$ cat src/sv/cbc_pkg.sv
`timescale 1ns / 1ps
`default_nettype none

package cbc_pkg;

	localparam int RAM_BANKS      = 4;
	localparam int RAM_BANK_BYTES = 8192;
	localparam int RAM_DEPTH      = RAM_BANKS * RAM_BANK_BYTES;
	localparam int RAM_AW         = $clog2(RAM_DEPTH);
	localparam int RAM_OFS_W      = 13;
	localparam int QUEUE_DEPTH    = 2;
	localparam int QUEUE_PW       = $clog2(QUEUE_DEPTH);
	localparam int QUEUE_CW       = $clog2(QUEUE_DEPTH + 1);

	localparam int CFG_IDX_W  = 2;
	localparam int CFG_DATA_W = 7;

	localparam logic [CFG_IDX_W-1:0] CFG_ROM_BANK_MASK = 2'd0;
	localparam logic [CFG_IDX_W-1:0] CFG_RAM_BANK_MASK = 2'd1;
	localparam logic [CFG_IDX_W-1:0] CFG_RAM_PRESENT   = 2'd2;

	localparam logic [2:0] REGION_RAM_ENABLE = 3'd0;
	localparam logic [2:0] REGION_LOW_BANK   = 3'd1;
	localparam logic [2:0] REGION_HIGH_BANK  = 3'd2;
	localparam logic [2:0] REGION_MODE       = 3'd3;
	localparam logic [2:0] REGION_EXT_RAM    = 3'd5;

	localparam logic [3:0] RAM_ENABLE_KEY = 4'b1010;
	localparam logic [7:0] OPEN_BUS       = 8'hFF;

	typedef enum logic [2:0] {
		OP_ROM    = 3'd0,
		OP_RAM_RD = 3'd1,
		OP_RAM_WR = 3'd2,
		OP_OPEN   = 3'd3,
		OP_NONE   = 3'd4
	} op_t;

	typedef struct packed {
		logic        action;
		logic [15:0] address;
		logic [7:0]  write_data;
	} in_item_t;

	typedef struct packed {
		logic        rom_fetch;
		logic [20:0] rom_address;
		logic [7:0]  read_data;
	} out_item_t;

	typedef struct packed {
		op_t               op;
		logic [20:0]       rom_address;
		logic [RAM_AW-1:0] ram_addr;
		logic [7:0]        data;
	} entry_t;

	function automatic logic [1:0] ram_bank_wrap(input logic [1:0] bank);
		logic [2:0] b;
		b = {1'b0, bank};
		for (int i = 0; i < 3; i++) begin
			if (b >= 3'(RAM_BANKS)) begin
				b = b - 3'(RAM_BANKS);
			end
		end
		return b[1:0];
	endfunction

endpackage

`default_nettype wire

$ cat src/sv/cbc_queue.sv
`timescale 1ns / 1ps
`default_nettype none

module cbc_queue (
	input  wire logic            clk,
	input  wire logic            arst_n,
	input  wire logic            push,
	input  wire cbc_pkg::entry_t push_entry,
	output logic                 q_ready,
	input  wire logic            pop,
	output logic                 q_valid,
	output cbc_pkg::entry_t      head
);

	cbc_pkg::entry_t                 entries_q [cbc_pkg::QUEUE_DEPTH];
	logic [cbc_pkg::QUEUE_PW-1:0]    wr_ptr_q;
	logic [cbc_pkg::QUEUE_PW-1:0]    rd_ptr_q;
	logic [cbc_pkg::QUEUE_CW-1:0]    count_q;

	assign q_ready = (count_q != cbc_pkg::QUEUE_CW'(cbc_pkg::QUEUE_DEPTH));
	assign q_valid = (count_q != '0);
	assign head    = entries_q[rd_ptr_q];

	always_ff @(posedge clk) begin
		if (push) begin
			entries_q[wr_ptr_q] <= push_entry;
		end
	end

	always_ff @(posedge clk or negedge arst_n) begin
		if (!arst_n) begin
			wr_ptr_q <= '0;
			rd_ptr_q <= '0;
			count_q  <= '0;
		end else begin
			if (push) begin
				wr_ptr_q <= (wr_ptr_q == cbc_pkg::QUEUE_PW'(cbc_pkg::QUEUE_DEPTH - 1)) ?
					'0 : wr_ptr_q + 1'b1;
			end
			if (pop) begin
				rd_ptr_q <= (rd_ptr_q == cbc_pkg::QUEUE_PW'(cbc_pkg::QUEUE_DEPTH - 1)) ?
					'0 : rd_ptr_q + 1'b1;
			end
			if (push && !pop) begin
				count_q <= count_q + 1'b1;
			end else if (pop && !push) begin
				count_q <= count_q - 1'b1;
			end
		end
	end

`ifndef ASSERT_OFF
	a_count_bound: assert property (@(posedge clk) disable iff (!arst_n)
		count_q <= cbc_pkg::QUEUE_CW'(cbc_pkg::QUEUE_DEPTH))
		else $error("queue count beyond depth");
	a_no_pop_empty: assert property (@(posedge clk) disable iff (!arst_n)
		pop |-> q_valid)
		else $error("pop from empty queue");
`endif

endmodule

`default_nettype wire

$ cat config.mk
export PLATFORM = sky130hd
export DESIGN_NAME = cbc_queue
export DESIGN_NICKNAME = d
export VERILOG_FILES = /design/src/sv/cbc_pkg.sv /design/src/sv/cbc_queue.sv
export SDC_FILE = /design/constraint.sdc
export NUM_CORES = 1
export LEC_CHECK = 0
export ABC_AREA = 1
export BUFFER_PORTS_ARGS = -buffer_cell sky130_fd_sc_hd__buf_4
export CORE_UTILIZATION = 25
export CTS_CLUSTER_SIZE = 12
export DETAILED_ROUTE_END_ITERATION = 12
export GPL_ROUTABILITY_DRIVEN = 0
export PLACE_DENSITY = 0.45
export SKIP_LAST_GASP = 1
export SLEW_MARGIN = 20
export SYNTH_ARGS = -nofsm -noshare
export SYNTH_HDL_FRONTEND = slang
export SYNTH_SLANG_ARGS = --single-unit
$ cat constraint.sdc
create_clock -name clk -period 4.24 [get_ports clk]
set_clock_uncertainty 0.15 [all_clocks]
set_input_delay 0.424 -clock clk [delete_from_list [all_inputs] [get_ports clk]]
set_output_delay 0.424 -clock clk [all_outputs]
set_load 0.005 [all_outputs]
* Word level (Yosys, flattened, before mapping)
Memories as Yosys holds them, arrays and structs flattened.
Cells that the tools add are included.
** Storage, ports and cells
- Register bits after elaboration :: 4
- RAM bits :: 94
- Logic and storage cells :: 21
- Memories :: 1
** Memories
- entries_q :: words 2, width 47, rd ports 1, clocked after memory_dff 0, wr ports 1, RTL line cbc_queue.sv:15 : cbc_pkg::entry_t entries_q [cbc_pkg::QUEUE_DEPTH];
** Operators by class
- Add/subtract/negate cells :: 4
- Equality and inequality tests :: 1
- Multiplexer cells :: 6
- Reductions and logical operators :: 6
** Operators by type and width (number)
- 1-bit 2-to-1 mux :: 4
- 2-bit 2-to-1 mux :: 2
- 2-bit nonzero test :: 2
- 1-bit adder, second input constant :: 2
- 2-bit by 1-bit adder with 2-bit output, second input constant :: 1
- 1-bit logical AND :: 2
- 1-bit zero test :: 2
- 2-bit != test, second input constant :: 1
- 2-bit by 1-bit subtractor with 2-bit output, second input constant :: 1

* Logic depth before layout (Yosys ltp)
- Depth in word-level cells :: 4
- Depth in mapped cells :: 7
- Depth with buffers taken out :: 7

* Worst setup path before layout
Ideal clock, no wire load.
- Kind :: input to register
- Start :: input port push
- End :: memory entries_q[0][0] in the netlist's numbering (enable)
- Setup time :: 0.453 ns
- Data arrival time :: 2.439 ns
- Data required time :: 3.637 ns
- Slack :: 1.198 ns
- Stages :: 2
- Buffers on the path :: 0
- Path through :: inv_1 -> nor2_1
** On the way
- Longest elaborated chain between the ends :: 2
** RTL lines
- start, declared :: RTL line cbc_queue.sv:7 : input wire logic push,
- 1-bit 2-to-1 mux :: RTL line cbc_queue.sv:25 : if (push) begin
- 1-bit 2-to-1 mux (not written as such) :: RTL line cbc_queue.sv:26 : entries_q[wr_ptr_q] <= push_entry;
- end, declared :: RTL line cbc_queue.sv:15
Every way passes these cells.

==> load_flow_metrics.sql <==
INSERT INTO impl_metrics (metric_group, metric, value, unit) VALUES
('routing', 'drt-wirelength-per-cell', '14.7', 'um'),
('logic_synthesis', 'netlist_instances', '171', ''),
('die', 'die_x', '123', 'um'),
('logic_synthesis', 'postSynthAreaPerCell', '21.5', 'um2'),
('logic_synthesis', 'synthesis.area', '3680', 'um2'),
('logic_synthesis', 'synth_seq_cells', '98', ''),
('critical_path', 'critical_path_s_most_frequent_cell', 'sky130_fd_sc_hd__buf_4', ''),
('timing', 'setup_tns', '0', 'ns'),
('routing', 'first_iter_violations', '84', ''),
('global_routing', 'globalRouteMet3Util', '4.94', '%'),
('global_routing', 'first_global_vias', '1993', ''),
('die', 'vert_die_dim', '123', 'um'),
('finish', 'postLayoutCoreUtil', '35.4', '%'),
('logic_synthesis', 'dominant_combinational_cell_family_by_area_after_synthesis', 'multiplexers', ''),
('timing', 'final_cycle_share', '67.0', '%'),
('routing', 'first_pass_iters', '4', ''),
('die', 'die_area', '15200', 'um2'),
('place', 'placedCellCount', '448', ''),
('clock_network', 'clk-insertion-delay-late', '0.34', 'ns'),
('clock_network', 'cts_tree', 'yes', ''),
('worst_hold_path', 'startpoint_of_the_lowest_slack_hold_path', 'push_entry[34]', ''),
('die', 'top_level_ports', '100', ''),
('finish', 'num-nets-final', '332', ''),
('logic_synthesis', 'multiplexer_share_of_the_synthesized_area', '16.4', '%'),
('clock_network', 'number_of_clock_buffers_inserted_by_tritoncts', '9', ''),
('timing', 'final-setup-viol-count', '0', ''),
('finish', 'fin_area', '4980', 'um2'),
('flow_run', 'max_cap_violations', '0', ''),
('timing', 'tightest_slew', '0.827', 'ns'),
('critical_path', 'critical_path.endpoint_type', 'output port', ''),
('pwr', 'leakage', '1.94', 'nW'),
('clock_network', 'clk_transition_reported_paths', '0.06', 'ns'),
('critical_path', 'worstPathRequired', '3.67', 'ns'),
('worst_hold_path', 'timing.hold.worst.class', 'primary input to flop', ''),
('critical_path', 'reg2reg_to', 'entries_q[0][36]', ''),
('place', 'dpl-instance-area', '4630', 'um2'),
('critical_path', 'worstPathCellList', 'buf_4 -> mux2_2 -> buf_4', ''),
('timing', 'relSlewSlack', '44.8', '%'),
('global_routing', 'top_usage_layer', 'met2', ''),
('clock_network', 'cts-hold-fix-buffers', '1', ''),
('die', 'initial_core_util', '26.1', '%'),
('logic_synthesis', 'synth-compound-area-share', '0', '%'),
('timing', 'period_needed', '2.84', 'ns'),
('critical_path', 'r2r.worst_path.cells', '2', ''),
('routing', 'vias', '1849', ''),
('timing', 'final-max-slew-violation-count', '0', ''),
('critical_path', 'slowest_delay', '0.91', 'ns'),
('critical_path', 'critPathArrivalTime', '2.27', 'ns'),
('global_routing', 'gr-usage-met2', '15.6', '%'),
('global_routing', 'wire_length_of_the_first_global_routing_pass', '10.1', 'mm'),
('finish', 'final_antenna_diode_count', '0', ''),
('routing', 'postRouteAntennaNets', '0', ''),
('global_routing', 'groute.usage.overall', '9.61', '%'),
('finish', 'mostFrequentLayoutCells', 'sky130_fd_sc_hd__buf_4 (102), sky130_fd_sc_hd__edfxtp_1 (94), sky130_fd_sc_hd__mux2_2 (27), sky130_fd_sc_hd__mux2_4 (20), sky130_fd_sc_hd__clkbuf_16 (9)', ''),
('clock_network', 'number_of_buffers_on_the_longest_clock_path', '2', ''),
('finish', 'fill_cells', '1369', ''),
('critical_path', 'r2r-start', 'wr_ptr_q', ''),
('clock_network', 'cts_resized', '0', ''),
('critical_path', 'worst-setup-path-type', 'flop to output port', ''),
('clock_network', 'clock_sinks', '98', ''),
('logic_synthesis', 'synth_area_in_adders', '0.340', '%'),
('finish', 'flow.area_growth_from_synthesis', '35.6', '%'),
('critical_path', 'worstSetupStartpointType', 'flop', ''),
('worst_hold_path', 'hold_path_depth', '1', ''),
('die', 'row_count', '43', ''),
('place', 'portBuffers', '99', ''),
('routing', 'avgViaCountPerCell', '3.98', ''),
('clock_network', 'cts.htree.levels', '3', ''),
('outcome', 'status', 'completed', ''),
('logic_synthesis', 'synth.yosys.seq_area_share', '79.5', '%'),
('global_routing', 'grt_start_max_net_pins', '30', '');
power by group:
group	switching [W]	internal (W)
Sequential	0.000115	0.00129
Combinational	0.000345	0.000540
Clock	0.000340	0.000576
registers in the layout, indices dropped and copies added (netlist names):
register   flops
count_q        2
entries_q     94
rd_ptr_q       1
wr_ptr_q       1
worst max-delay path: cells and delay by family, from the launching register on:
| kind | cells | cell delay [ns] |
|---|---|---|
| DFF | 1 | 0.91 |
| buffers and inverters | 2 | 0.61 |
| muxes | 1 | 0.39 |
cells in the mapped netlist (all sizes together):
cell	n	area, um2
dfrtp	4	100
buf	5	43.8
xnor2	1	8.76
nand4	1	6.26
nand2	7	26.3
ha	1	12.5
nor2	1	3.75
inv	7	26.3
edfxtp	94	2820
nand3	1	5.00
xor2	2	17.5
mux2	47	604
routing by layer:
metal / up-vias / share of wire (%)
met3: 8 / 7.5
met5: - / 0
li1: 871 / -
met4: 0 / 1.4
met1: 905 / 42
met2: 65 / 49
cell type report:
class	count	area, um2	area share (%)
well taps	180	225	4.52
clock inverters	7	116	2.33
inverters	7	26.3	0.527
multi-input cells	61	692	13.9
repair buffers	103	776	15.6
flip-flops and latches	98	2920	58.7
clock buffers	9	225	4.52
stage by stage:
step                total power (W)  hold slack (ns)
global placement            0.00234           0.0760
detailed placement          0.00235           0.0780
floorplan                   0.00189          -0.0216
finish                      0.00320            0.115
global route                0.00339           0.0866
CTS                         0.00328           0.0925
cells by family (layout without fill, tap and decap cells):
logic type               count (synthesis)  count (layout)
adder cells (fa/ha/maj)                  1               1
XOR/XNOR                                 3               3
buffers and inverters                   12             126
AND/OR/NAND/NOR                         10              10
multiplexers                            47              47
flip-flops                              98              98
worst max path at each step:
| stage | startpoint | endpoint | slack, ns |
|---|---|---|---|
| after floorplan | push | entries_q[0][0] | 1.20 |
| after global placement | rd_ptr_q | head[18] | 1.68 |
| after detailed placement | rd_ptr_q | head[18] | 1.67 |
| after CTS | rd_ptr_q | head[18] | 1.28 |
| after global routing | rd_ptr_q | head[18] | 1.23 |
| final | rd_ptr_q | head[18] | 1.40 |
Note: power is estimated with default switching activity, not from simulation.
