<file path="src/sv/cbc_pkg.sv">
`timescale 1ns / 1ps
`default_nettype none

package cbc_pkg;

	localparam int RAM_BANKS      = 4;
	localparam int RAM_BANK_BYTES = 8192;
	localparam int RAM_DEPTH      = RAM_BANKS * RAM_BANK_BYTES;
	localparam int RAM_AW         = $clog2(RAM_DEPTH);
	localparam int RAM_OFS_W      = 13;
	localparam int QUEUE_DEPTH    = 2;
	localparam int QUEUE_PW       = $clog2(QUEUE_DEPTH);
	localparam int QUEUE_CW       = $clog2(QUEUE_DEPTH + 1);

	localparam int CFG_IDX_W  = 2;
	localparam int CFG_DATA_W = 7;

	localparam logic [CFG_IDX_W-1:0] CFG_ROM_BANK_MASK = 2'd0;
	localparam logic [CFG_IDX_W-1:0] CFG_RAM_BANK_MASK = 2'd1;
	localparam logic [CFG_IDX_W-1:0] CFG_RAM_PRESENT   = 2'd2;

	localparam logic [2:0] REGION_RAM_ENABLE = 3'd0;
	localparam logic [2:0] REGION_LOW_BANK   = 3'd1;
	localparam logic [2:0] REGION_HIGH_BANK  = 3'd2;
	localparam logic [2:0] REGION_MODE       = 3'd3;
	localparam logic [2:0] REGION_EXT_RAM    = 3'd5;

	localparam logic [3:0] RAM_ENABLE_KEY = 4'b1010;
	localparam logic [7:0] OPEN_BUS       = 8'hFF;

	typedef enum logic [2:0] {
		OP_ROM    = 3'd0,
		OP_RAM_RD = 3'd1,
		OP_RAM_WR = 3'd2,
		OP_OPEN   = 3'd3,
		OP_NONE   = 3'd4
	} op_t;

	typedef struct packed {
		logic        action;
		logic [15:0] address;
		logic [7:0]  write_data;
	} in_item_t;

	typedef struct packed {
		logic        rom_fetch;
		logic [20:0] rom_address;
		logic [7:0]  read_data;
	} out_item_t;

	typedef struct packed {
		op_t               op;
		logic [20:0]       rom_address;
		logic [RAM_AW-1:0] ram_addr;
		logic [7:0]        data;
	} entry_t;

	function automatic logic [1:0] ram_bank_wrap(input logic [1:0] bank);
		logic [2:0] b;
		b = {1'b0, bank};
		for (int i = 0; i < 3; i++) begin
			if (b >= 3'(RAM_BANKS)) begin
				b = b - 3'(RAM_BANKS);
			end
		end
		return b[1:0];
	endfunction

endpackage

`default_nettype wire

</file>
<file path="src/sv/cbc_front.sv">
`timescale 1ns / 1ps
`default_nettype none

module cbc_front (
	input  wire logic                          clk,
	input  wire logic                          arst_n,
	input  wire logic                          cfg_write_en,
	input  wire logic [cbc_pkg::CFG_IDX_W-1:0]  cfg_index,
	input  wire logic [cbc_pkg::CFG_DATA_W-1:0] cfg_data,
	input  wire logic                          in_valid,
	output logic                               in_ready,
	input  wire cbc_pkg::in_item_t             in_item,
	input  wire logic                          blocked,
	input  wire logic                          q_ready,
	output logic                               push,
	output cbc_pkg::entry_t                    push_entry
);

	logic [6:0] rom_bank_mask_q;
	logic [1:0] ram_bank_mask_q;
	logic       ram_present_q;
	logic       ram_enabled_q;
	logic [4:0] low_bank_q;
	logic [1:0] high_bank_q;
	logic       mode_q;

	logic [2:0]  region;
	logic [6:0]  lower_bank;
	logic [6:0]  upper_bank;
	logic [1:0]  ram_bank;
	logic [4:0]  new_low;

	assign in_ready = q_ready && !blocked;
	assign push     = in_valid && in_ready;
	assign region   = in_item.address[15:13];
	assign new_low  = (in_item.write_data[4:0] == 5'd0) ? 5'd1 : in_item.write_data[4:0];

	always_comb begin
		lower_bank = mode_q ? ({high_bank_q, 5'd0} & rom_bank_mask_q) : 7'd0;
		upper_bank = {high_bank_q, low_bank_q} & rom_bank_mask_q;
		ram_bank   = cbc_pkg::ram_bank_wrap(mode_q ? (high_bank_q & ram_bank_mask_q) : 2'd0);

		push_entry.rom_address = 21'd0;
		push_entry.ram_addr    = cbc_pkg::RAM_AW'({ram_bank,
			in_item.address[cbc_pkg::RAM_OFS_W-1:0]});
		push_entry.data        = in_item.write_data;
		push_entry.op          = cbc_pkg::OP_NONE;

		if (in_item.action) begin
			if (region == cbc_pkg::REGION_EXT_RAM && ram_enabled_q) begin
				push_entry.op = cbc_pkg::OP_RAM_WR;
			end
		end else if (!in_item.address[15]) begin
			push_entry.op          = cbc_pkg::OP_ROM;
			push_entry.rom_address = {in_item.address[14] ? upper_bank : lower_bank,
				in_item.address[13:0]};
		end else if (region == cbc_pkg::REGION_EXT_RAM && ram_enabled_q) begin
			push_entry.op = cbc_pkg::OP_RAM_RD;
		end else begin
			push_entry.op = cbc_pkg::OP_OPEN;
		end
	end

	always_ff @(posedge clk or negedge arst_n) begin
		if (!arst_n) begin
			rom_bank_mask_q <= 7'd127;
			ram_bank_mask_q <= 2'd3;
			ram_present_q   <= 1'b1;
		end else if (cfg_write_en) begin
			unique case (cfg_index)
				cbc_pkg::CFG_ROM_BANK_MASK: rom_bank_mask_q <= cfg_data[6:0];
				cbc_pkg::CFG_RAM_BANK_MASK: ram_bank_mask_q <= cfg_data[1:0];
				cbc_pkg::CFG_RAM_PRESENT:   ram_present_q   <= cfg_data[0];
				default: ;
			endcase
		end
	end

	always_ff @(posedge clk or negedge arst_n) begin
		if (!arst_n) begin
			ram_enabled_q <= 1'b0;
			low_bank_q    <= 5'd1;
			high_bank_q   <= 2'd0;
			mode_q        <= 1'b0;
		end else if (push && in_item.action) begin
			unique case (region)
				cbc_pkg::REGION_RAM_ENABLE: begin
					if (ram_present_q) begin
						ram_enabled_q <= (in_item.write_data[3:0] == cbc_pkg::RAM_ENABLE_KEY);
					end
				end
				cbc_pkg::REGION_LOW_BANK:  low_bank_q  <= new_low;
				cbc_pkg::REGION_HIGH_BANK: high_bank_q <= in_item.write_data[1:0];
				cbc_pkg::REGION_MODE:      mode_q      <= in_item.write_data[0];
				default: ;
			endcase
		end
	end

endmodule

`default_nettype wire

</file>
<file path="config.mk">
export PLATFORM = sky130hd
export DESIGN_NAME = cbc_front
export DESIGN_NICKNAME = d
export VERILOG_FILES = /design/src/sv/cbc_pkg.sv /design/src/sv/cbc_front.sv
export SDC_FILE = /design/constraint.sdc
export NUM_CORES = 1
export LEC_CHECK = 0
export BUFFER_PORTS_ARGS = -buffer_cell sky130_fd_sc_hd__buf_2
export CAP_MARGIN = 30
export CORE_UTILIZATION = 36
export DETAILED_ROUTE_END_ITERATION = 16
export GPL_ROUTABILITY_DRIVEN = 0
export PLACE_DENSITY = 0.74
export SETUP_SLACK_MARGIN = 0.1
export SLEW_MARGIN = 25
export SYNTH_ARGS = -nofsm -noshare
export SYNTH_HDL_FRONTEND = slang
export SYNTH_SLANG_ARGS = --single-unit
</file>
<file path="constraint.sdc">
create_clock -name clk -period 1.2 [get_ports clk]
set_clock_uncertainty 0.2 [all_clocks]
set_input_delay 0.24 -clock clk [delete_from_list [all_inputs] [get_ports clk]]
set_output_delay 0.24 -clock clk [all_outputs]
set_load 0.005 [all_outputs]
</file>
# ---- Word-level counts from Yosys, hierarchy flattened
# Index checks and enable logic that the tools add are counted.
dict set report op_classes {
  eq_ne 7
  muxes 10
  n_bitwise 3
  n_reduce_logical 15
}
# op n
set ops {}
lappend ops {{21-bit 2-to-1 mux} 2}
lappend ops {{7-bit bitwise AND} 2}
lappend ops {{7-bit 2-to-1 mux} 2}
lappend ops {{2-bit AND reduction} 6}
lappend ops {{3-bit 2-to-1 mux} 3}
lappend ops {{3-bit by 2-bit == test with 1-bit output, second input constant} 2}
lappend ops {{5-bit zero test} 1}
lappend ops {{5-bit 2-to-1 mux} 1}
lappend ops {{4-bit == test, second input constant} 1}
lappend ops {{1-bit logical AND} 4}
lappend ops {{2-bit 2-to-1 mux} 2}
lappend ops {{3-bit by 1-bit == test with 1-bit output, second input constant} 1}
lappend ops {{3-bit == test, second input constant} 1}
lappend ops {{3-bit zero test} 1}
lappend ops {{3-bit AND reduction} 1}
lappend ops {{2-bit bitwise AND} 1}
lappend ops {{2-bit by 1-bit == test with 1-bit output, second input constant} 1}
lappend ops {{2-bit == test, second input constant} 1}
lappend ops {{2-bit zero test} 1}
lappend ops {{1-bit zero test} 1}
dict set report totals {
  regBits 19
  in_bits 40
  out_inout_bits 49
  elab_cells 42
}

# ---- Logic depth before layout (Yosys ltp)
# Gate-level depths: netlist (run 1).
dict set report depth {
  word_depth 5
  depth_mapped 5
  ltp_nobuf 3
}

# ---- Least setup slack after synthesis (run 1)
# OpenSTA, ideal clock, no wires.
dict set report synth_path {
  path_type {input to register}
  startpoint {input port blocked}
  endpoint {register low_bank_q[1]}
  setup_time_ps 125
  arrival_ps 1150
  required_time_ps 875
  slack_ps -276
  path_stages 5
  path_buffers 2
  cell_sequence {and3b_1 buf_6 and4b_1 buf_6 mux2_4}
}
dict set report synth_via {
  elab_chain_cells 5
}
# item line
set synth_lines {}
lappend synth_lines {{start, declared} cbc_front.sv:13} ;# input wire logic blocked,
lappend synth_lines {{1-bit zero test} cbc_front.sv:33} ;# assign in_ready = q_ready && !blocked;
lappend synth_lines {{1-bit logical AND} cbc_front.sv:33}
lappend synth_lines {{1-bit logical AND} cbc_front.sv:34} ;# assign push = in_valid && in_ready;
lappend synth_lines {{via push} cbc_front.sv:15} ;# output logic push,
lappend synth_lines {{1-bit logical AND} cbc_front.sv:85} ;# end else if (push && in_item.action) begin
lappend synth_lines {{2-bit AND reduction (no line)} -}
lappend synth_lines {{end signal, assigned} cbc_front.sv:92} ;# cbc_pkg::REGION_LOW_BANK: low_bank_q <= new_low;
lappend synth_lines {{end, declared} cbc_front.sv:23} ;# logic [4:0] low_bank_q;
# The timed path passes the listed nets, and every way through them passes these cells.
# A chain may end at the register's enable or synchronous reset.

==> results of run 1 <==
[timing repair]
item | 4_1_cts | 5_1_grt
pin swaps | 21 | 4
gates resized for setup | 32 | 16
cloned | 1 | 0
endpoints found under the hold margin | 28 | 3
buffers inserted | 5 | 1
hold buffers | 5 | 1
endpoints found under the setup margin | 36 | 36
[cells in the mapped netlist, drive strengths merged]
| cell | count |
|---|---|
| dfstp | 11 |
| nor4 | 1 |
| and3 | 9 |
| dfrtp | 8 |
| and3b | 1 |
| and2b | 2 |
| and4b | 1 |
| xnor2 | 1 |
| buf | 23 |
| inv | 2 |
| nand3 | 1 |
| nor4bb | 1 |
| nor3b | 2 |
| o21a | 2 |
| and2 | 15 |
| nor2 | 4 |
| nand3b | 3 |
| nand4b | 1 |
| mux2 | 18 |
| nand4 | 1 |
| clkbuf | 1 |
| mux2i | 1 |
[critical path, stage by stage (launching register included)]
cell,delay (ns)
dfrtp_1,0.40
o21a_1,0.17
and3_1,0.15
buf_2,0.12
[routing by layer]
layer	GRT usage, %	vias to the layer above	wire length (um)
li1	-	527	-
met2	39.5	53	1980
met1	18.2	547	1250
met3	2.60	6	181
met4	8.64	0	48
met5	0	-	0
[stage by stage]
step | cells | instance area (sq um) | utilization, % | total power [mW]
after CTS | 241 | 1920 | 61.2 | 1.71
after global routing | 243 | 2000 | 64.1 | 1.82
after floorplan | 109 | 1260 | - | 1.09
final | 243 | 2000 | 64.1 | 1.73
after detailed placement | 226 | 1670 | 53.4 | 1.30
after global placement | 226 | 1670 | 53.4 | 1.27
[report_power, final]
group | internal [mW] | total, mW | switching [mW] | leakage [nW]
combinational | 0.368 | 0.550 | 0.183 | 0.832
clock | 0.124 | 0.327 | 0.203 | 0.0177
sequential | 0.790 | 0.852 | 0.0622 | 0.223
[state kept, by name (all words and copies together) (netlist names)]
name             cells
high_bank_q          2
mode_q               1
ram_present_q        1
low_bank_q           5
rom_bank_mask_q      7
ram_bank_mask_q      2
ram_enabled_q        1
[cell families (layout without fill, tap and decap cells)]
family | Yosys count | count (layout) | synth area share, %
and+or+nand+nor | 42 | 42 | 23.0
AOI/OAI and AO/OA | 2 | 2 | 1.24
DFF | 19 | 19 | 40.4
xor gates and xnor gates | 1 | 1 | 0.723
muxes | 19 | 19 | 18.8
buffers and inverters | 26 | 116 | 15.8
[worst min path at each step]
stage	from	to	slack [ns]	cells after the start
after global routing	cfg_data[1]	rom_bank_mask_q[1]$_DFFE_PN1P_	-0.03	2
final	cfg_data[1]	rom_bank_mask_q[1]$_DFFE_PN1P_	-0.02	2
after CTS	cfg_data[5]	rom_bank_mask_q[5]$_DFFE_PN1P_	-0.03	2
after global placement	arst_n	low_bank_q[4]$_DFFE_PN0P_	-0.02	1
after floorplan	arst_n	high_bank_q[0]$_DFFE_PN0P_	-0.26	0
after detailed placement	arst_n	low_bank_q[3]$_DFFE_PN0P_	-0.007	1
[layout make-up]
class / instances / area (sq um) / area share [%]
Tap cell: 44 / 55.1 / 2.75
Clock inverter: 1 / 5.00 / 0.250
Inverter: 2 / 10.0 / 0.499
Multi-Input combinational cell: 64 / 618 / 30.8
Timing Repair Buffer: 110 / 805 / 40.1
Sequential cell: 19 / 489 / 24.4
Clock buffer: 3 / 22.5 / 1.12
==> results.toml, run 1 <==
[floorplan]
initial_core_util_pct = 38.7
die-area_sq_um = 3600
die_h_um = 60
io_pins = 89
rows = 20
fp.dieW_um = 60
coreArea_sq_um = 3130

[drt]
drc = 0
routedWlPerCell_um = 14.2
dr.pass1.iters = 4
vias_per_cell = 4.66
vias = 1133
wl_um = 3460
detail-route-antenna-nets = 0
drt_iter0_markers = 16

[timing]
period_minus_slack_ns = 1.58
drv_slew = 0
worstMarginPinSlew_ns = 0.406
setup_slack_ns = -0.381
fmax_ghz = 0.633
rsz0062_at_grt = "true"
setup_viol = 35
relSlewSlack_pct = 72.9
timing.final.hold_violations = 2
whs_ns = -0.0181
fin_setup_tns_ns = -6.24
fin_crit_sh_pct = 132

[status]
violations = "hold timing, setup timing"
status = "finished with violations"

[setup_path]
cp-end-kind = "output port"
critPathArrivalTime_ns = 1.14
start_kind = "register"
worstSetupPathType = "reg -> out"
cp-startpoint = "mode_q$_DFFE_PN0P_"
path_max_fanout = 2
ff2ff_path_depth = 3
crit_end = "push_entry[43]"
reg2reg_slack_ns = -0.20
reg2reg_from = "ram_present_q$_DFFE_PN1P_"
r2r_end = "ram_enabled_q$_DFFE_PN0P_"
critPathRequiredTime_ns = 0.76

[place]
dp_hpwl_um = 2640
dp_slack_ns = -0.355
io_buffers = 82

[synthesis]
synth_area_sq_um = 1210
synth.yosys.seq_area_share_pct = 40.4
yosysTopAreaCell = "dfstp_2"
synthTopCellsByArea = "dfstp_2, dfrtp_1, buf_4, mux2_2, and2_1"
netlist_instances = 109
syn_nets = 149
ys_types = 26
yosys_warnings = 0
ys_seq_elements = 19
syn_avg_cell_area_sq_um = 11.1
synth_top_cell_area_share_pct = 23.9

[run]
maxCapViolations = 0

[layout]
area_growth_syn_to_layout_pct = 65.5
diodes = 0
layout_commonest_cell = "buf_2"
final_cell_mix = "buf_2, buf_6, and2_4, buf_4, mux2_4"
drive_gt1_share_pct = 78.9
num-fill-cells = 260
final_nets = 240

[clocking]
cts_max_level = 1
cts_tree = "built"
clk_latency_ns = 0.30
cts_buffers = 3
cts_root_buf = "clkbuf_4"
cts.sinks = 19
clkTransAtPathRegs_ns = 0.12
cts_buffer_depth = 2

[global_routing]
grt_pass1_vias = 1160
antenna_found_initial = 0
grt_first_pass_wirelength_um = 4930
gr-usage-all-layers_pct = 19.2
grt_overflow_total = 0
grt_start_max_net_pins = 20

[power]
p_leak_nw = 1.07
power.density_nw_per_um2 = 863
max-vdd-ir-drop_mv = 0.468

[min_path]
hp-class = "in -> reg"
Note: power is estimated with default switching activity, not from simulation.
==> run 2: changes to the inputs <==
--- a/config.mk
+++ b/config.mk
@@ -7,10 +7,10 @@
 export LEC_CHECK = 0
 export BUFFER_PORTS_ARGS = -buffer_cell sky130_fd_sc_hd__buf_2
 export CAP_MARGIN = 30
-export CORE_UTILIZATION = 36
+export CORE_UTILIZATION = 30
 export DETAILED_ROUTE_END_ITERATION = 16
 export GPL_ROUTABILITY_DRIVEN = 0
-export PLACE_DENSITY = 0.74
+export PLACE_DENSITY = 0.63
 export SETUP_SLACK_MARGIN = 0.1
 export SLEW_MARGIN = 25
 export SYNTH_ARGS = -nofsm -noshare
==> results.toml, run 2 (synthesis results as in run 1) <==
[floorplan]
die-area_sq_um = 4300
initial_core_util_pct = 32.1
die_h_um = 65.5
rows = 22
coreArea_sq_um = 3770
io_pins = 89
fp.dieW_um = 65.5

[drt]
vias = 1077
routedWlPerCell_um = 12.4
vias_per_cell = 4.47
dr.pass1.iters = 3
wl_um = 3000
detail-route-antenna-nets = 0
drt_iter0_markers = 10
drc = 0

[status]
status = "finished with violations"
violations = "setup timing"

[power]
max-vdd-ir-drop_mv = 0.719
p_leak_nw = 1.02
power.density_nw_per_um2 = 942

[setup_path]
reg2reg_slack_ns = -0.18
start_kind = "register"
cp-startpoint = "mode_q$_DFFE_PN0P_"
cp-end-kind = "output port"
worstSetupPathType = "reg -> out"
reg2reg_from = "ram_present_q$_DFFE_PN1P_"
critPathRequiredTime_ns = 0.76
critPathArrivalTime_ns = 1.09
path_max_fanout = 2

[place]
io_buffers = 82
dpl_cell_area_sq_um = 1670
dp_hpwl_um = 2390

[layout]
top_regs = "rom_bank_mask_q: 7 flops, low_bank_q: 5 flops"
num-fill-cells = 337
fin_area_sq_um = 1900
area_growth_syn_to_layout_pct = 56.6
ff_latch_area_sq_um = 489
multi_input_area_sq_um = 611
regMostFlops = "rom_bank_mask_q"
drive_gt1_share_pct = 77.7
final_nets = 234
final_cell_mix = "buf_2, buf_6, buf_4, mux2_4, dfstp_2"
largest_register_ffs = 7
diodes = 0
layout_commonest_cell = "buf_2"

[timing]
setup_slack_ns = -0.330
relSlewSlack_pct = 72.6
timing.final.hold_violations = 0
fmax_ghz = 0.654
rsz0062_at_grt = "true"
setup_viol = 33
whs_ns = 0.0137
period_minus_slack_ns = 1.53
worstMarginPinSlew_ns = 0.410
drv_slew = 0
fin_crit_sh_pct = 127

[clocking]
clk_latency_ns = 0.25
cts_buffers = 3
cts_max_level = 1
cts_tree = "built"
clkTransAtPathRegs_ns = 0.07
cts.sinks = 19
cts_root_buf = "clkbuf_8"
cts_buffer_depth = 2

[global_routing]
grt_first_pass_wirelength_um = 4670
grt_pass1_vias = 1052
grt_start_max_net_pins = 20
grt_overflow_total = 0
antenna_found_initial = 0
gr-usage-all-layers_pct = 14.4

[run]
maxCapViolations = 0

[min_path]
worstHoldStart = "cfg_data[4]"
hp-class = "in -> reg"
run 2: critical path, cell delays in order, from the launching register on:
cell and delay (ns):
dfrtp_1 0.38, o21a_1 0.18, and3_1 0.16, buf_2 0.12
run 2: through the flow:
| step | TNS, ns | utilization, % | std cells | total power, mW | setup WS, ns |
|---|---|---|---|---|---|
| 2_1_floorplan | -1.90 | - | 109 | 1.09 | -0.269 |
| 3_3_place_gp | -7.58 | 44.4 | 230 | 1.28 | -0.395 |
| 3_5_place_dp | -7.75 | 44.4 | 230 | 1.28 | -0.436 |
| 4_1_cts | -5.39 | 49.2 | 240 | 1.79 | -0.347 |
| 5_1_grt | -6.70 | 50.3 | 241 | 1.89 | -0.373 |
| 6_report | -5.13 | 50.3 | 241 | 1.79 | -0.330 |
run 2: where the power goes:
part | total [mW] | leakage [nW] | internal [mW] | switching [mW]
sequential | 0.845 | 0.223 | 0.790 | 0.0545
clock | 0.435 | 0.0255 | 0.230 | 0.204
combinational | 0.507 | 0.775 | 0.339 | 0.169
run 2: worst paths after layout:
check,endpoint,depth (start not counted)
max,push_entry[43],3
min,rom_bank_mask_q[4]$_DFFE_PN1P_,2
max reg2reg,ram_enabled_q$_DFFE_PN0P_,3
min reg2reg,low_bank_q[0]$_DFFE_PN1P_,2
max in group asynchronous,rom_bank_mask_q[5]$_DFFE_PN1P_,2
min in group asynchronous,low_bank_q[4]$_DFFE_PN0P_,2
run 2: final cells by class:
type / count / area share (%)
sequential: 19 / 25.8
tap: 48 / 3.17
inverter: 2 / 0.396
timing repair buffer: 104 / 36.0
clock inverter: 1 / 0.264
multi-input combinational: 64 / 32.2
clock buffer: 3 / 2.18
run 2: repair_timing:
action	CTS	global route
endpoints found under the hold margin	8	0
hold buffers	1	0
endpoints found under the setup margin	36	36
gates cloned	1	0
buffers inserted	4	1
pin swaps	9	2
resized for setup	23	7
run 2: metal layers:
layer | vias to the layer above | routed length (um) | part of all wire, % | track usage, %
met5 | - | 0 | 0 | 0
met4 | 0 | 14 | 0.47 | 4.35
met3 | 4 | 179 | 6.0 | 2.43
met2 | 53 | 1550 | 52 | 27.7
met1 | 502 | 1250 | 42 | 15.9
li1 | 518 | - | - | -
==> run 3: changes to the inputs <==
--- a/config.mk
+++ b/config.mk
@@ -11,7 +11,7 @@
 export DETAILED_ROUTE_END_ITERATION = 16
 export GPL_ROUTABILITY_DRIVEN = 0
 export PLACE_DENSITY = 0.63
-export SETUP_SLACK_MARGIN = 0.1
+export SETUP_SLACK_MARGIN = 0.5
 export SLEW_MARGIN = 25
 export SYNTH_ARGS = -nofsm -noshare
 export SYNTH_HDL_FRONTEND = slang
==> results.toml, run 3 (synthesis results as in run 1) <==
[setup_path]
cp_top_family = "flip-flops"
r2r_end = "ram_enabled_q$_DFFE_PN0P_"
reg2reg_from = "ram_present_q$_DFFE_PN1P_"
ff2ff_path_depth = 3
reg2reg_slack_ns = -0.19
path_max_fanout = 2
critPathArrivalTime_ns = 1.11
cp_num_buf_inv = 1
crit_chain = "o21a_1 > and3_1 > buf_2"
worstSetupPathType = "reg -> out"
critPathRequiredTime_ns = 0.76
cp-end-kind = "output port"
worst_path_largest_cell_delay_ns = 0.40
start_kind = "register"
critPathSlowestCell = "dfrtp_1"

[drt]
drt_iter0_markers = 24
dr.pass1.iters = 4
vias_per_cell = 4.65
drc = 0
detail-route-antenna-nets = 0
routedWlPerCell_um = 15.1
vias = 1163
wl_um = 3770

[clocking]
cts.sinks = 19
clkTransAtPathRegs_ns = 0.07
cts_max_level = 1
cts_buffer_depth = 2
cts_root_buf = "clkbuf_8"
clk_latency_ns = 0.25
cts_buffers = 3
cts_tree = "built"

[layout]
area_growth_syn_to_layout_pct = 98.3
final_cell_mix = "buf_6, buf_2, and2_4, mux2_4, buf_4"
final_nets = 243
diodes = 0
top_regs = "rom_bank_mask_q: 7 flops, low_bank_q: 5 flops"
num-fill-cells = 263
layout_commonest_cell = "buf_6"
regMostFlops = "rom_bank_mask_q"
drive_gt1_share_pct = 85.1
largest_register_ffs = 7

[power]
max-vdd-ir-drop_mv = 0.609
p_int_mw = 1.52
p_seq_share_pct = 42.6
power.share.clock_pct = 22.3
p_sw_share_pct = 24.7
p_sw_mw = 0.499
power.density_nw_per_um2 = 842
p_total_mw = 2.02
combPwrFrac_pct = 35.1
p_leak_nw = 1.21

[timing]
fin_crit_sh_pct = 129
setup_viol = 34
rsz0062_at_grt = "true"
timing.final.hold_violations = 8
drv_slew = 0
fin_setup_tns_ns = -7.39
relSlewSlack_pct = 71.9
whs_ns = -0.293
setup_slack_ns = -0.349
period_minus_slack_ns = 1.55
worstMarginPinSlew_ns = 0.421
fmax_ghz = 0.645

[global_routing]
gr-usage-all-layers_pct = 16.4
grt_use_met1_pct = 18.6
use_met3_pct = 2.60
antenna_found_initial = 0
grt_first_pass_wirelength_um = 5380
top_usage_layer = "met2"
gr-usage-met2_pct = 30.5
grt_overflow_total = 0
grt_start_max_net_pins = 20
grt_pass1_vias = 1161

[floorplan]
coreArea_sq_um = 3770
die_h_um = 65.5
io_pins = 89
initial_core_util_pct = 32.1
fp.dieW_um = 65.5
die-area_sq_um = 4300
rows = 22

[run]
maxCapViolations = 0

[min_path]
hp-class = "in -> async"

[place]
io_buffers = 82
dp_hpwl_um = 2370

[status]
violations = "hold timing, setup timing"
status = "finished with violations"
## run 3: layer usage
layer  share of wire (%)  up-vias
met5                   0        -
met4                 2.3        0
met3                 5.3        8
met2                  55       61
met1                  37      557
li1                    -      537
## run 3: worst max path at each step
stage / endpoint / depth (start not counted) / slack [ns] / start
floorplan: low_bank_q[1]$_DFFE_PN0P_ / 5 / -0.27 / blocked
global placement: low_bank_q[2]$_DFFE_PN0P_ / 5 / -0.34 / in_item[23]
detailed placement: low_bank_q[3]$_DFFE_PN0P_ / 5 / -0.36 / in_item[23]
CTS: push_entry[43] / 3 / -0.36 / mode_q$_DFFE_PN0P_
global route: push_entry[43] / 3 / -0.40 / mode_q$_DFFE_PN0P_
finish: push_entry[43] / 3 / -0.35 / mode_q$_DFFE_PN0P_
## run 3: layout make-up
class                      instances  area (sq um)  share of cell area (%)
clock inverter                     1          5.00                   0.208
tap                               48          60.1                    2.50
sequential                        19           489                    20.4
inverter                           2          20.0                   0.833
timing repair buffer             113          1130                    46.9
multi-input combinational         64           661                    27.5
clock buffer                       3          41.3                    1.72
## run 3: what timing repair did
item	4_1_cts	5_1_grt
cloned	1	0
resized for setup	79	23
setup buffers	8	6
pin swaps	11	11
endpoints found under the hold margin	8	8
setup endpoints to repair	65	65
## run 3: power by group through the flow
stage	Combinational, mW	Sequential, mW	Clock (mW)
6_report	0.710	0.861	0.452
5_1_grt	0.756	0.871	0.486
4_1_cts	0.639	0.848	0.459
3_5_place_dp	0.455	0.857	0
3_3_place_gp	0.440	0.854	0
2_1_floorplan	0.298	0.832	0
## run 3: worst reg2reg max path, delay by kind of cell, from the launching register on
| kind | cells | cell delay [ns] |
|---|---|---|
| flip-flops | 1 | 0.55 |
| multiplexers | 1 | 0.27 |
| AND/OR/NAND/NOR | 2 | 0.26 |
## run 3: through the flow
stage	instance area (sq um)	setup slack [ns]	hold slack [ns]	utilization [%]	cells
finish	2400	-0.349	-0.293	63.7	250
global route	2400	-0.404	-0.264	63.7	250
CTS	2250	-0.356	-0.282	59.7	244
detailed placement	1730	-0.358	-0.00794	45.8	231
global placement	1730	-0.344	-0.0140	45.8	231
floorplan	1400	-0.269	-0.256	-	109
